--- src/rtl/pidc_pkg.sv ---
// ----------------------------------------------------------------------------
// pidc_pkg
// Shared widths, register indexes and types for the clamped PID controller.
// ----------------------------------------------------------------------------
package pidc_pkg;

	// data path format: signed integers, gains signed Q(DATA_WIDTH-FRAC_BITS).FRAC_BITS
	localparam int DATA_WIDTH = 16;
	localparam int FRAC_BITS  = 8;

	// derived widths
	localparam int ERR_W   = DATA_WIDTH + 1;          // setpoint - measurement
	localparam int DERR_W  = DATA_WIDTH + 2;          // error - previous error
	localparam int PROD_W  = DATA_WIDTH + ERR_W;      // gain * error
	localparam int DPROD_W = DATA_WIDTH + DERR_W;     // gain * error delta
	localparam int INTEG_W = DATA_WIDTH + FRAC_BITS + 1; // clamped integral
	localparam int ACC_W   = PROD_W + 2;              // integral before clamp
	localparam int CTRL_W  = DPROD_W + 3;             // p + i + d, negated

	// configuration port
	localparam int CFG_IDX_W = 3;

	typedef enum logic [CFG_IDX_W-1:0] {
		REG_PROP_GAIN    = 3'd0,
		REG_INTEG_GAIN   = 3'd1,
		REG_DERIV_GAIN   = 3'd2,
		REG_TARGET_VALUE = 3'd3,
		REG_MIN_OUT      = 3'd4,
		REG_MAX_OUT      = 3'd5,
		REG_HOLD_OFF     = 3'd6,
		REG_REVERSE_MODE = 3'd7
	} cfg_reg_t;

endpackage

--- src/rtl/pid_controller_clamped_core.sv ---
// ----------------------------------------------------------------------------
// pid_controller_clamped_core
// Fixed point PID controller with integral anti-windup and output clamping.
// ----------------------------------------------------------------------------
//
//  channel   direction  handshake              payload
//  -------   ---------  ---------------------  ------------------------------
//  input     in         in_valid / in_stall    measured_value  (s16)
//  output    out        out_valid / out_stall  drive_value     (s16)
//  config    in         wr_en (no wait)        wr_index (3b), wr_data (s16)
//
//  one request is accepted per cycle unless in_stall is high; each one gives one result after
//  five register stages: input, error, products, integral, output
//  two loops: previous error, and integral add plus clamp
//  arst_n clears all valids and the controller state, configuration registers take reset values
//  a stall on the output backs up stage by stage; bubbles are squeezed out,
//  so in_stall rises only when every stage holds a request
//
module pid_controller_clamped_core (
	input  logic                                  clk,
	input  logic                                  arst_n,
	// configuration
	input  logic                                  wr_en,
	input  logic [pidc_pkg::CFG_IDX_W-1:0]        wr_index,
	input  logic [pidc_pkg::DATA_WIDTH-1:0]       wr_data,
	// measurement requests
	input  logic                                  in_valid,
	output logic                                  in_stall,
	input  logic signed [pidc_pkg::DATA_WIDTH-1:0] measured_value,
	// drive results
	output logic                                  out_valid,
	input  logic                                  out_stall,
	output logic signed [pidc_pkg::DATA_WIDTH-1:0] drive_value
);

	localparam int DW  = pidc_pkg::DATA_WIDTH;
	localparam int FB  = pidc_pkg::FRAC_BITS;
	localparam int EW  = pidc_pkg::ERR_W;
	localparam int DEW = pidc_pkg::DERR_W;
	localparam int PW  = pidc_pkg::PROD_W;
	localparam int DPW = pidc_pkg::DPROD_W;
	localparam int IW  = pidc_pkg::INTEG_W;
	localparam int AW  = pidc_pkg::ACC_W;
	localparam int CW  = pidc_pkg::CTRL_W;

	// ------------------------------------------------------------------
	// configuration registers
	// ------------------------------------------------------------------
	logic signed [DW-1:0] prop_gain_q, integ_gain_q, deriv_gain_q, target_value_q;
	logic signed [DW-1:0] min_out_q, max_out_q;
	logic                 hold_off_q, reverse_mode_q;

	always_ff @(posedge clk or negedge arst_n) begin
		if (!arst_n) begin
			prop_gain_q    <= '0;
			integ_gain_q   <= '0;
			deriv_gain_q   <= '0;
			target_value_q <= '0;
			min_out_q      <= {1'b1, {(DW-1){1'b0}}};
			max_out_q      <= {1'b0, {(DW-1){1'b1}}};
			hold_off_q     <= 1'b1;
			reverse_mode_q <= 1'b0;
		end else if (wr_en) begin
			case (pidc_pkg::cfg_reg_t'(wr_index))
				pidc_pkg::REG_PROP_GAIN:    prop_gain_q    <= wr_data;
				pidc_pkg::REG_INTEG_GAIN:   integ_gain_q   <= wr_data;
				pidc_pkg::REG_DERIV_GAIN:   deriv_gain_q   <= wr_data;
				pidc_pkg::REG_TARGET_VALUE: target_value_q <= wr_data;
				pidc_pkg::REG_MIN_OUT:      min_out_q      <= wr_data;
				pidc_pkg::REG_MAX_OUT:      max_out_q      <= wr_data;
				pidc_pkg::REG_HOLD_OFF:     hold_off_q     <= wr_data[0];
				pidc_pkg::REG_REVERSE_MODE: reverse_mode_q <= wr_data[0];
				default: ;
			endcase
		end
	end

	// ------------------------------------------------------------------
	// stage valids and the ready chain (a stage takes a request when it is
	// empty or its contents move on)
	// ------------------------------------------------------------------
	logic v_s1, v_s2, v_s3, v_s4, v_s5;
	logic rdy1, rdy2, rdy3, rdy4, rdy5;

	assign rdy5     = !v_s5 || !out_stall;
	assign rdy4     = !v_s4 || rdy5;
	assign rdy3     = !v_s3 || rdy4;
	assign rdy2     = !v_s2 || rdy3;
	assign rdy1     = !v_s1 || rdy2;
	assign in_stall = !rdy1;

	always_ff @(posedge clk or negedge arst_n) begin
		if (!arst_n) begin
			v_s1 <= 1'b0;
			v_s2 <= 1'b0;
			v_s3 <= 1'b0;
			v_s4 <= 1'b0;
			v_s5 <= 1'b0;
		end else begin
			if (rdy1) v_s1 <= in_valid;
			if (rdy2) v_s2 <= v_s1;
			if (rdy3) v_s3 <= v_s2;
			if (rdy4) v_s4 <= v_s3;
			if (rdy5) v_s5 <= v_s4;
		end
	end

	// ------------------------------------------------------------------
	// stage 1: input register, hold flag taken along with the sample
	// ------------------------------------------------------------------
	logic signed [DW-1:0] meas_s1;
	logic                 hold_s1;

	always_ff @(posedge clk) begin
		if (rdy1 && in_valid) begin
			meas_s1 <= measured_value;
			hold_s1 <= hold_off_q;
		end
	end

	// ------------------------------------------------------------------
	// stage 2: error and error delta; previous error moves only on
	// enabled requests
	// ------------------------------------------------------------------
	logic signed [EW-1:0]  err_c;
	logic signed [DEW-1:0] derr_c;
	logic signed [EW-1:0]  prev_err_q;
	logic signed [EW-1:0]  err_s2;
	logic signed [DEW-1:0] derr_s2;
	logic                  hold_s2;

	assign err_c  = EW'(target_value_q) - EW'(meas_s1);
	assign derr_c = DEW'(err_c) - DEW'(prev_err_q);

	always_ff @(posedge clk or negedge arst_n) begin
		if (!arst_n) begin
			prev_err_q <= '0;
		end else if (v_s1 && rdy2 && !hold_s1) begin
			prev_err_q <= err_c;
		end
	end

	always_ff @(posedge clk) begin
		if (v_s1 && rdy2) begin
			err_s2  <= err_c;
			derr_s2 <= derr_c;
			hold_s2 <= hold_s1;
		end
	end

	// ------------------------------------------------------------------
	// stage 3: the three gain products, one multiplier each
	// ------------------------------------------------------------------
	logic signed [PW-1:0]  p_s3, i_s3;
	logic signed [DPW-1:0] d_s3;
	logic                  hold_s3;

	always_ff @(posedge clk) begin
		if (v_s2 && rdy3) begin
			p_s3    <= PW'(prop_gain_q) * PW'(err_s2);
			i_s3    <= PW'(integ_gain_q) * PW'(err_s2);
			d_s3    <= DPW'(deriv_gain_q) * DPW'(derr_s2);
			hold_s3 <= hold_s2;
		end
	end

	// ------------------------------------------------------------------
	// stage 4: integral accumulate with clamp (upper limit tested first), and the p plus d sum;
	// an inactive integral starts again from zero
	// ------------------------------------------------------------------
	logic signed [AW-1:0] int_lo_f, int_hi_f, int_base, int_sum;
	logic signed [IW-1:0] int_next;
	logic signed [IW-1:0] integ_q;
	logic                 live_q;
	logic signed [CW-1:0] pd_s4;
	logic                 hold_s4;

	assign int_lo_f = AW'(min_out_q) <<< FB;
	assign int_hi_f = AW'(max_out_q) <<< FB;
	assign int_base = live_q ? AW'(integ_q) : '0;
	assign int_sum  = int_base + AW'(i_s3);

	always_comb begin
		if (int_sum > int_hi_f) begin
			int_next = IW'(int_hi_f);
		end else if (int_sum < int_lo_f) begin
			int_next = IW'(int_lo_f);
		end else begin
			int_next = IW'(int_sum);
		end
	end

	always_ff @(posedge clk or negedge arst_n) begin
		if (!arst_n) begin
			integ_q <= '0;
			live_q  <= 1'b0;
		end else if (v_s3 && rdy4) begin
			if (hold_s3) begin
				live_q <= 1'b0;
			end else begin
				integ_q <= int_next;
				live_q  <= 1'b1;
			end
		end
	end

	always_ff @(posedge clk) begin
		if (v_s3 && rdy4) begin
			pd_s4   <= CW'(p_s3) + CW'(d_s3);
			hold_s4 <= hold_s3;
		end
	end

	// ------------------------------------------------------------------
	// stage 5: control sum, optional negation with mirrored limits, clamp
	// (lower limit first), floor to integer and saturation, or zero when held off
	// integ_q still holds this request's integral while it sits in stage 4
	// ------------------------------------------------------------------
	logic signed [CW-1:0] ctrl_sum, ctrl_dir, lo_f, hi_f, lo_sel, hi_sel, ctrl_clamp;
	logic signed [CW-1:0] ctrl_int;
	logic signed [DW-1:0] drive_c;
	logic signed [DW-1:0] drive_s5;

	assign ctrl_sum = pd_s4 + CW'(integ_q);
	assign lo_f     = CW'(min_out_q) <<< FB;
	assign hi_f     = CW'(max_out_q) <<< FB;
	assign ctrl_dir = reverse_mode_q ? -ctrl_sum : ctrl_sum;
	assign lo_sel   = reverse_mode_q ? -hi_f : lo_f;
	assign hi_sel   = reverse_mode_q ? -lo_f : hi_f;

	always_comb begin
		if (ctrl_dir < lo_sel) begin
			ctrl_clamp = lo_sel;
		end else if (ctrl_dir > hi_sel) begin
			ctrl_clamp = hi_sel;
		end else begin
			ctrl_clamp = ctrl_dir;
		end
	end

	// arithmetic shift right is floor
	assign ctrl_int = ctrl_clamp >>> FB;

	always_comb begin
		if (hold_s4) begin
			drive_c = '0;
		end else if ((&ctrl_int[CW-1:DW-1]) || !(|ctrl_int[CW-1:DW-1])) begin
			drive_c = ctrl_int[DW-1:0];
		end else if (ctrl_int[CW-1]) begin
			drive_c = {1'b1, {(DW-1){1'b0}}};
		end else begin
			drive_c = {1'b0, {(DW-1){1'b1}}};
		end
	end

	always_ff @(posedge clk) begin
		if (v_s4 && rdy5) begin
			drive_s5 <= drive_c;
		end
	end

	assign out_valid   = v_s5;
	assign drive_value = drive_s5;

	// ------------------------------------------------------------------
	// assertions
	// ------------------------------------------------------------------
	// back-pressure only when the whole pipeline is full
	a_stall_full: assert property (@(posedge clk) disable iff (!arst_n)
		in_stall |-> (v_s1 && v_s2 && v_s3 && v_s4 && v_s5))
		else $error("input stalled while a stage is empty");

	// a blocked integral stage keeps its request
	a_s4_hold: assert property (@(posedge clk) disable iff (!arst_n)
		(v_s4 && !rdy5) |=> (v_s4 && $stable(pd_s4) && $stable(integ_q)))
		else $error("stage 4 lost its contents under stall");

	// a held-off request marks the integral inactive
	a_hold_clears_live: assert property (@(posedge clk) disable iff (!arst_n)
		(v_s3 && rdy4 && hold_s3) |=> !live_q)
		else $error("integral still live after a held-off request");

	// an enabled request leaves the integral live
	a_enable_sets_live: assert property (@(posedge clk) disable iff (!arst_n)
		(v_s3 && rdy4 && !hold_s3) |=> live_q)
		else $error("integral not live after an enabled request");

endmodule

--- config.mk ---
export PLATFORM = sky130hd
export DESIGN_NAME = pid_controller_clamped_core
export DESIGN_NICKNAME = d
export VERILOG_FILES = /design/src/rtl/pidc_pkg.sv /design/src/rtl/pid_controller_clamped_core.sv
export SDC_FILE = /design/constraint.sdc
export NUM_CORES = 2
export LEC_CHECK = 0
export CAP_MARGIN = 20
export CORE_AREA = 2 2 281 311
export DETAILED_ROUTE_END_ITERATION = 12
export DIE_AREA = 0 0 283 313
export DONT_BUFFER_PORTS = 1
export GPL_TIMING_DRIVEN = 0
export MAX_ROUTING_LAYER = met4
export PLACE_DENSITY = 0.81
export SLEW_MARGIN = 20
export SYNTH_ARGS = -nofsm -noshare
export SYNTH_HDL_FRONTEND = slang
export SYNTH_SLANG_ARGS = --single-unit
--- constraint.sdc ---
create_clock -name clk -period 9.05 [get_ports clk]
set_input_delay 1.81 -clock clk [delete_from_list [all_inputs] [get_ports clk]]
set_output_delay 1.81 -clock clk [all_outputs]
set_load 0.03 [all_outputs]
* Yosys cells after proc, flatten, opt, wreduce, memory -nomap -nowiden
Index checks and enable logic that the tools add are counted.
** Operators by class
- Multiply operators :: 3
- Shift-type cells :: 0
- Multiplexer cells :: 11
- Reduce and logical (&&, ||, !) cells :: 33
- Magnitude comparators :: 4
- $add $sub $neg :: 8
- Eq/ne operators :: 7
- Div/mod/pow operators :: 0
- Bitwise operators :: 1
** Operator list (count)
- 2-to-1 mux 37 bit :: 5
- negation 24 -> 37 bit :: 2
- multiplier 16 x 17 -> 33 bit :: 2
- 2-to-1 mux 25 bit :: 2
- adder 37 x 25 -> 37 bit :: 1
- > comparator 37 bit :: 1
- less-than comparator 37 bit :: 1
- negation 37 bit :: 1
- adder 33 x 34 -> 35 bit :: 1
- adder 35 x 33 -> 35 bit :: 1
- > comparator 35 x 24 -> 1 bit :: 1
- less-than comparator 35 x 24 -> 1 bit :: 1
- 2-to-1 mux 35 bit :: 1
- multiplier 16 x 18 -> 34 bit :: 1
- 2-to-1 mux 16 bit :: 2
- AND reduction 2 bit :: 9
- subtractor 17 x 17 -> 18 bit :: 1
- subtractor 16 x 16 -> 17 bit :: 1
- AND reduction 14 bit :: 1
- OR reduction 14 bit :: 1
- == test 3 bit (second input constant) :: 4
- zero test 1 bit :: 9
- == test 3 x 2 -> 1 bit (second input constant) :: 2
- logical AND 1 bit :: 6
- 5 further kinds :: 10
** Word-level totals
- Latch bits :: 0
- Memories kept :: 0
- Word-level logic and storage cells :: 95
- RAM bits :: 0
- Bits of input ports :: 40
- Register bits :: 354
- ROM bits :: 0

* Longest topological paths before layout
- Depth in word-level cells :: 10
- Mapped depth :: 32
- Mapped depth without buffers :: 30

* Least setup slack after synthesis
No wires, ideal clock.
- Path type :: register to register
- Start point :: register integ_q[19]
- End point :: register drive_s5[3], in the netlist drive_value[3], data pin
- Path slack :: 1.938 ns
- Arrival :: 6.978 ns
- Cell stages (with the launch flop) :: 30
- Required time :: 8.916 ns
- Library setup time :: 0.134 ns
- Cell sequence :: dfrtp_1 > ha_1 > buf_2 > a21oi_1 > o21ai_0 > a221o_1 > o31ai_1 > a21oi_1 > xnor2_1 > o211ai_1 > nor3_1 > nand2_1 > o41ai_1 > xor2_1 > ha_1 > nor3b_1 > o21ai_0 > nor2_1 > and3_1 > a31oi_1 > nor2_1 > a31o_2 > or2_2 > a311oi_2 > nor2_1 > and4_1 > buf_4 > a311o_2 > buf_6 > nand3_2
** Between the ends
- Longest elaborated chain between the ends :: 10
** Ends and longest elaborated chain
- from (decl) :: RTL line pid_controller_clamped_core.sv:173 : logic signed [IW-1:0] integ_q;
- from (signal assigned) :: RTL line pid_controller_clamped_core.sv:201 : integ_q <= int_next;
- adder 37 x 25 -> 37 bit (*) :: RTL line pid_controller_clamped_core.sv:224 : assign ctrl_sum = pd_s4 + CW'(integ_q);
- negation 37 bit :: RTL line pid_controller_clamped_core.sv:227 : assign ctrl_dir = reverse_mode_q ? -ctrl_sum : ctrl_sum;
- 2-to-1 mux 37 bit (*) :: RTL line pid_controller_clamped_core.sv:227
- > comparator 37 bit :: RTL line pid_controller_clamped_core.sv:234 : end else if (ctrl_dir > hi_sel) begin
- 2-to-1 mux 37 bit :: RTL line pid_controller_clamped_core.sv:234
- 2-to-1 mux 37 bit (*) :: RTL line pid_controller_clamped_core.sv:232 : if (ctrl_dir < lo_sel) begin
- OR reduction 14 bit :: RTL line pid_controller_clamped_core.sv:247 : end else if ((&ctrl_int[CW-1:DW-1]) || !(|ctrl_int[CW-1:DW-1])) begin
- zero test 1 bit :: RTL line pid_controller_clamped_core.sv:247
- logical OR 1 bit :: RTL line pid_controller_clamped_core.sv:247
- 2-to-1 mux 16 bit (*) :: RTL line pid_controller_clamped_core.sv:247
- to (signal assigned) :: RTL line pid_controller_clamped_core.sv:258 : drive_s5 <= drive_c;
- to (decl) :: RTL line pid_controller_clamped_core.sv:222 : logic signed [DW-1:0] drive_s5;
Every way passes the cells marked *; elsewhere a longest branch is shown, timed or not.
A chain may end at the register's enable or synchronous reset.

* Worst setup path in the final report
- Start point :: register prop_gain_q[4]
- End point :: register p_s3[32], data pin
** Between the ends
- Longest elaborated chain between the ends :: 1
** Ends and longest elaborated chain
- from (decl) :: RTL line pid_controller_clamped_core.sv:49 : logic signed [DW-1:0] prop_gain_q, integ_gain_q, deriv_gain_q, target_value_q;
- from (signal assigned) :: RTL line pid_controller_clamped_core.sv:65 : pidc_pkg::REG_PROP_GAIN: prop_gain_q <= wr_data;
- multiplier 16 x 17 -> 33 bit :: RTL line pid_controller_clamped_core.sv:160 : p_s3 <= PW'(prop_gain_q) * PW'(err_s2);
- to (signal assigned) :: RTL line pid_controller_clamped_core.sv:160
- to (decl) :: RTL line pid_controller_clamped_core.sv:154 : logic signed [PW-1:0] p_s3, i_s3;
Every way passes these cells.

==> results <==
- The flow ran to the end, and the final reports show no timing, DRC or antenna violations.
- The most frequent standard cell in the layout excluding fill and tap cells is sky130_fd_sc_hd__inv_1.
- The total of endpoints with negative setup slack in the final report is 0.
- The main flop type after synthesis is sky130_fd_sc_hd__edfxtp_1.
- In this run, post-CTS hold repair placed 0 buffers.
- The number of antenna violations at the first check in global routing is 16.
- Global routing consumed, on the met1 layer, 43.5% of the routing resources.
- The cell seen most often among critical-path stages is sky130_fd_sc_hd__fa_1.
- The total standard cell area after synthesis is 55200 um^2.
- The maximum clock path buffer count is 3.
- The final-report max-slew violation count is 0.
- The die covers 88600 um^2.
- In the layout the commonest cells are sky130_fd_sc_hd__inv_1 (1002), sky130_fd_sc_hd__fa_1 (847), sky130_fd_sc_hd__nand2_1 (658), sky130_fd_sc_hd__ha_1 (503), sky130_fd_sc_hd__and2_1 (378).
- The number of global-route vias before repair is 44.9k.
- The worst-margin pin slew is 0.930 ns.
- STA classifies the critical path startpoint as a flip-flop.
- The congestion estimate from routability-driven global placement came to 1.03.
- Using the TritonRoute via totals, the vias-per-cell ratio works out to 5.99.
- The cell with the biggest individual delay on the critical path is sky130_fd_sc_hd__clkbuf_1.
- For this run, the top clock speed supported by timing is 0.115 GHz.
- The worst setup path is captured at a flip-flop.
- The worst hold path belongs to the class reg -> reg.
- The number of synthesized register bits is 352.
- The share of synthesized flip-flops with an asynchronous set or reset is 41.5%.
- In this design, the stage delay of the slowest critical-path cell is 0.62 ns.
- The average cell area after synthesis is 9.43 um^2.
- Global routing used 58.2% of the available met2 tracks.
- For this block, the initial DRC count from the detailed router was 3364.
- After layout, the worst path uses 95.9% of the clock period.
- The maximum clock skew at final layout is 0.0368 ns.
- For this run, the post-layout net count is 7294.
- The post-route netlist has 4.06% of its cells at a drive strength greater than 1.
- CTS placed an instance of sky130_fd_sc_hd__clkbuf_16 at the clock tree root.
- The detailed-router iteration count before antenna repair is 8.
- The count of unique library cells instantiated by Yosys is 89.
- Entering global routing, the biggest net connects 147 pins.
- The synthesized instance count is 5854.
- After global routing the overflow that remains totals 0.
- The final instance count without filler cells is 7117.
- The arrival time of data at the critical path endpoint is 9.04 ns.
- For this run, global-route usage on met3 was measured as 8.64%.
- Counting the buffers created by CTS gives 42.
- The post-synthesis net count is 7244.
- The total via count in the routed design is 42.6k.
- For the worst-skew pair, the clock arrives at the later sink with an insertion delay of 0.61 ns.
- Setup repair after global routing left no endpoint under its margin.
- met2 is the most crowded layer.
- The top cell type by area accounts for 30.7% of the synthesized area.
- The worst endpoint required time is 9.41 ns.
- Buffers placed on the I/O ports in this run total 0.
- The die is 283 um wide.
- In the final routed layout, each cell accounts on average for 21.6 um.
- The area overhead of the layout relative to synthesis is 5.66%.
- The max-cap check violation count is 0.
- The count of final hold-check violations came to 0.
- In this run the remaining antenna-violating nets after routing total 0.
- The number of warnings issued by yosys is 0.
- The core utilization of the finished layout is 68.2%.
- 58 I/O pins were placed.
- The setup fix buffers added after clock tree synthesis is 0.
- The count of flip-flops with a built-in enable after synthesis is 206.
- After synthesis, the cell types taking the most area are sky130_fd_sc_hd__fa_1 (31%), sky130_fd_sc_hd__ha_1 (11%), sky130_fd_sc_hd__edfxtp_1 (11%).
- Global routing used 36.7% of the available tracks.
- The final HPWL from detailed placement is 126 mm.
- After detailed placement, the design holds a cell count of 7010.
- The initial utilization of the core area, before any placement, comes to 64.5%.
- Counting every sink on the clock net gives 352.
- In this run the worst path has a maximum fanout of 10.
- The post-layout minimum cycle time is 8.68 ns.
- The sum of negative setup slack is 0 ns.
- The floorplan step defined a core boundary enclosing 85500 um^2.
- The setup slack after placement is 0.0118 ns.
- In this run the core area contains 113 standard-cell rows.
- The sequential area share after synthesis is 17.9%.
- The path type of the worst setup path is reg -> reg.
- In the routed design, unresolved DRC markers number 0.
- The final layout contains routed wiring with a total length of 154 mm.
- The cell type with the largest total area after synthesis is sky130_fd_sc_hd__fa_1.
- Measured along the y axis, the die boundary spans 313 um.
- Setup slack closes at 0.367 ns.
- The worst pin sits at a relative slew slack of 38.0%.
- The clock tree from TritonCTS is yes.
- The clock tree synthesis step divided the H-tree into 2 levels.
- The post-CTS clock slew at the launch and capture registers of the worst setup and hold paths is 0.06 ns.
- The first global-routing pass estimated 244 mm of wire.
## through the flow
step	area (um^2)	hold slack [ns]
global placement	56600	0.402
global route	58300	0.448
CTS	58200	0.417
floorplan	55200	0.400
finish	58300	0.420
detailed placement	56700	0.406
## critical path, delay by kind of cell, from the launching register on
kind	cells	cell delay [ns]
adders and majority gates	7	3.30
AOI/OAI and AO/OA	11	2.36
buffers and inverters	7	1.42
and+or+nand+nor	3	0.84
DFF	1	0.33
xor gates and xnor gates	1	0.22
## path summary, 6_finish.rpt
kind | startpoint | to | slack, ns | cells past startpoint
max in group asynchronous | arst_n | target_value_q[11] | 7.80 | 0
max reg2reg | prop_gain_q[4] | p_s3[32] | 0.37 | 29
min | hold_s2 | hold_s3 | 0.42 | 0
min in group asynchronous | arst_n | min_out_q[1] | 0.92 | 0
max | prop_gain_q[4] | p_s3[32] | 0.37 | 29
min reg2reg | hold_s2 | hold_s3 | 0.42 | 0
## sequential cells by signal, summed over array words and instances, names as in the netlist, 16 cells and up
name            cells
max_out_q          16
d_s3               34
min_out_q          16
drive_value        16
prop_gain_q        16
integ_q            25
deriv_gain_q       16
derr_s2            18
integ_gain_q       16
pd_s4              35
err_s2             17
target_value_q     16
p_s3               33
i_s3               33
meas_s1            16
prev_err_q         17
## cells by family after synthesis
family | count (synthesis) | synth area share, %
AO/OA/AOI/OAI | 833 | 9.66
XOR/XNOR | 254 | 4.03
adder cells (fa/ha/maj) | 1350 | 42.1
buffers and inverters | 1230 | 8.40
flip-flops | 352 | 17.9
multiplexers | 124 | 2.44
AND/OR/NAND/NOR | 1711 | 15.5
## synthesized netlist by cell type (54+ instances only)
cell type	instances
sky130_fd_sc_hd__inv_1	1003
sky130_fd_sc_hd__fa_1	847
sky130_fd_sc_hd__nand2_1	658
sky130_fd_sc_hd__ha_1	503
sky130_fd_sc_hd__and2_1	381
sky130_fd_sc_hd__a21oi_1	243
sky130_fd_sc_hd__clkbuf_1	206
sky130_fd_sc_hd__edfxtp_1	206
sky130_fd_sc_hd__o21ai_0	200
sky130_fd_sc_hd__xnor2_1	200
sky130_fd_sc_hd__nor2_1	184
sky130_fd_sc_hd__dfrtp_1	129
sky130_fd_sc_hd__nand2b_1	95
sky130_fd_sc_hd__mux2_2	86
sky130_fd_sc_hd__nor3_1	83
sky130_fd_sc_hd__a21o_1	76
sky130_fd_sc_hd__nand3_1	73
sky130_fd_sc_hd__nand4_1	56
sky130_fd_sc_hd__xor2_1	54
## area by class of cell
type	instances	area, um^2
antenna	29	72.6
buffer	226	870
clock buffer	53	1160
clock inverter	25	294
fill	6689	27200
inverter	1004	3770
multi-input combinational	4272	40800
sequential	352	9860
tap	1150	1440
timing repair buffer	6	93.8
## metal layers
layer,vias up,wire length [um]
li1,19079,-
met1,21074,57200
met2,1961,71700
met3,535,14900
met4,0,10000
met5,-,0
## timing repair
action                                  in CTS  in global routing
pin swaps                                    0                  0
gates resized for setup                      1                  6
hold endpoints to repair                     0                  0
endpoints found under the setup margin       3                 15
Power is left out: the tool's default activity adds up to more than one toggle a clock period on the data nets, which glitch-free logic cannot reach.
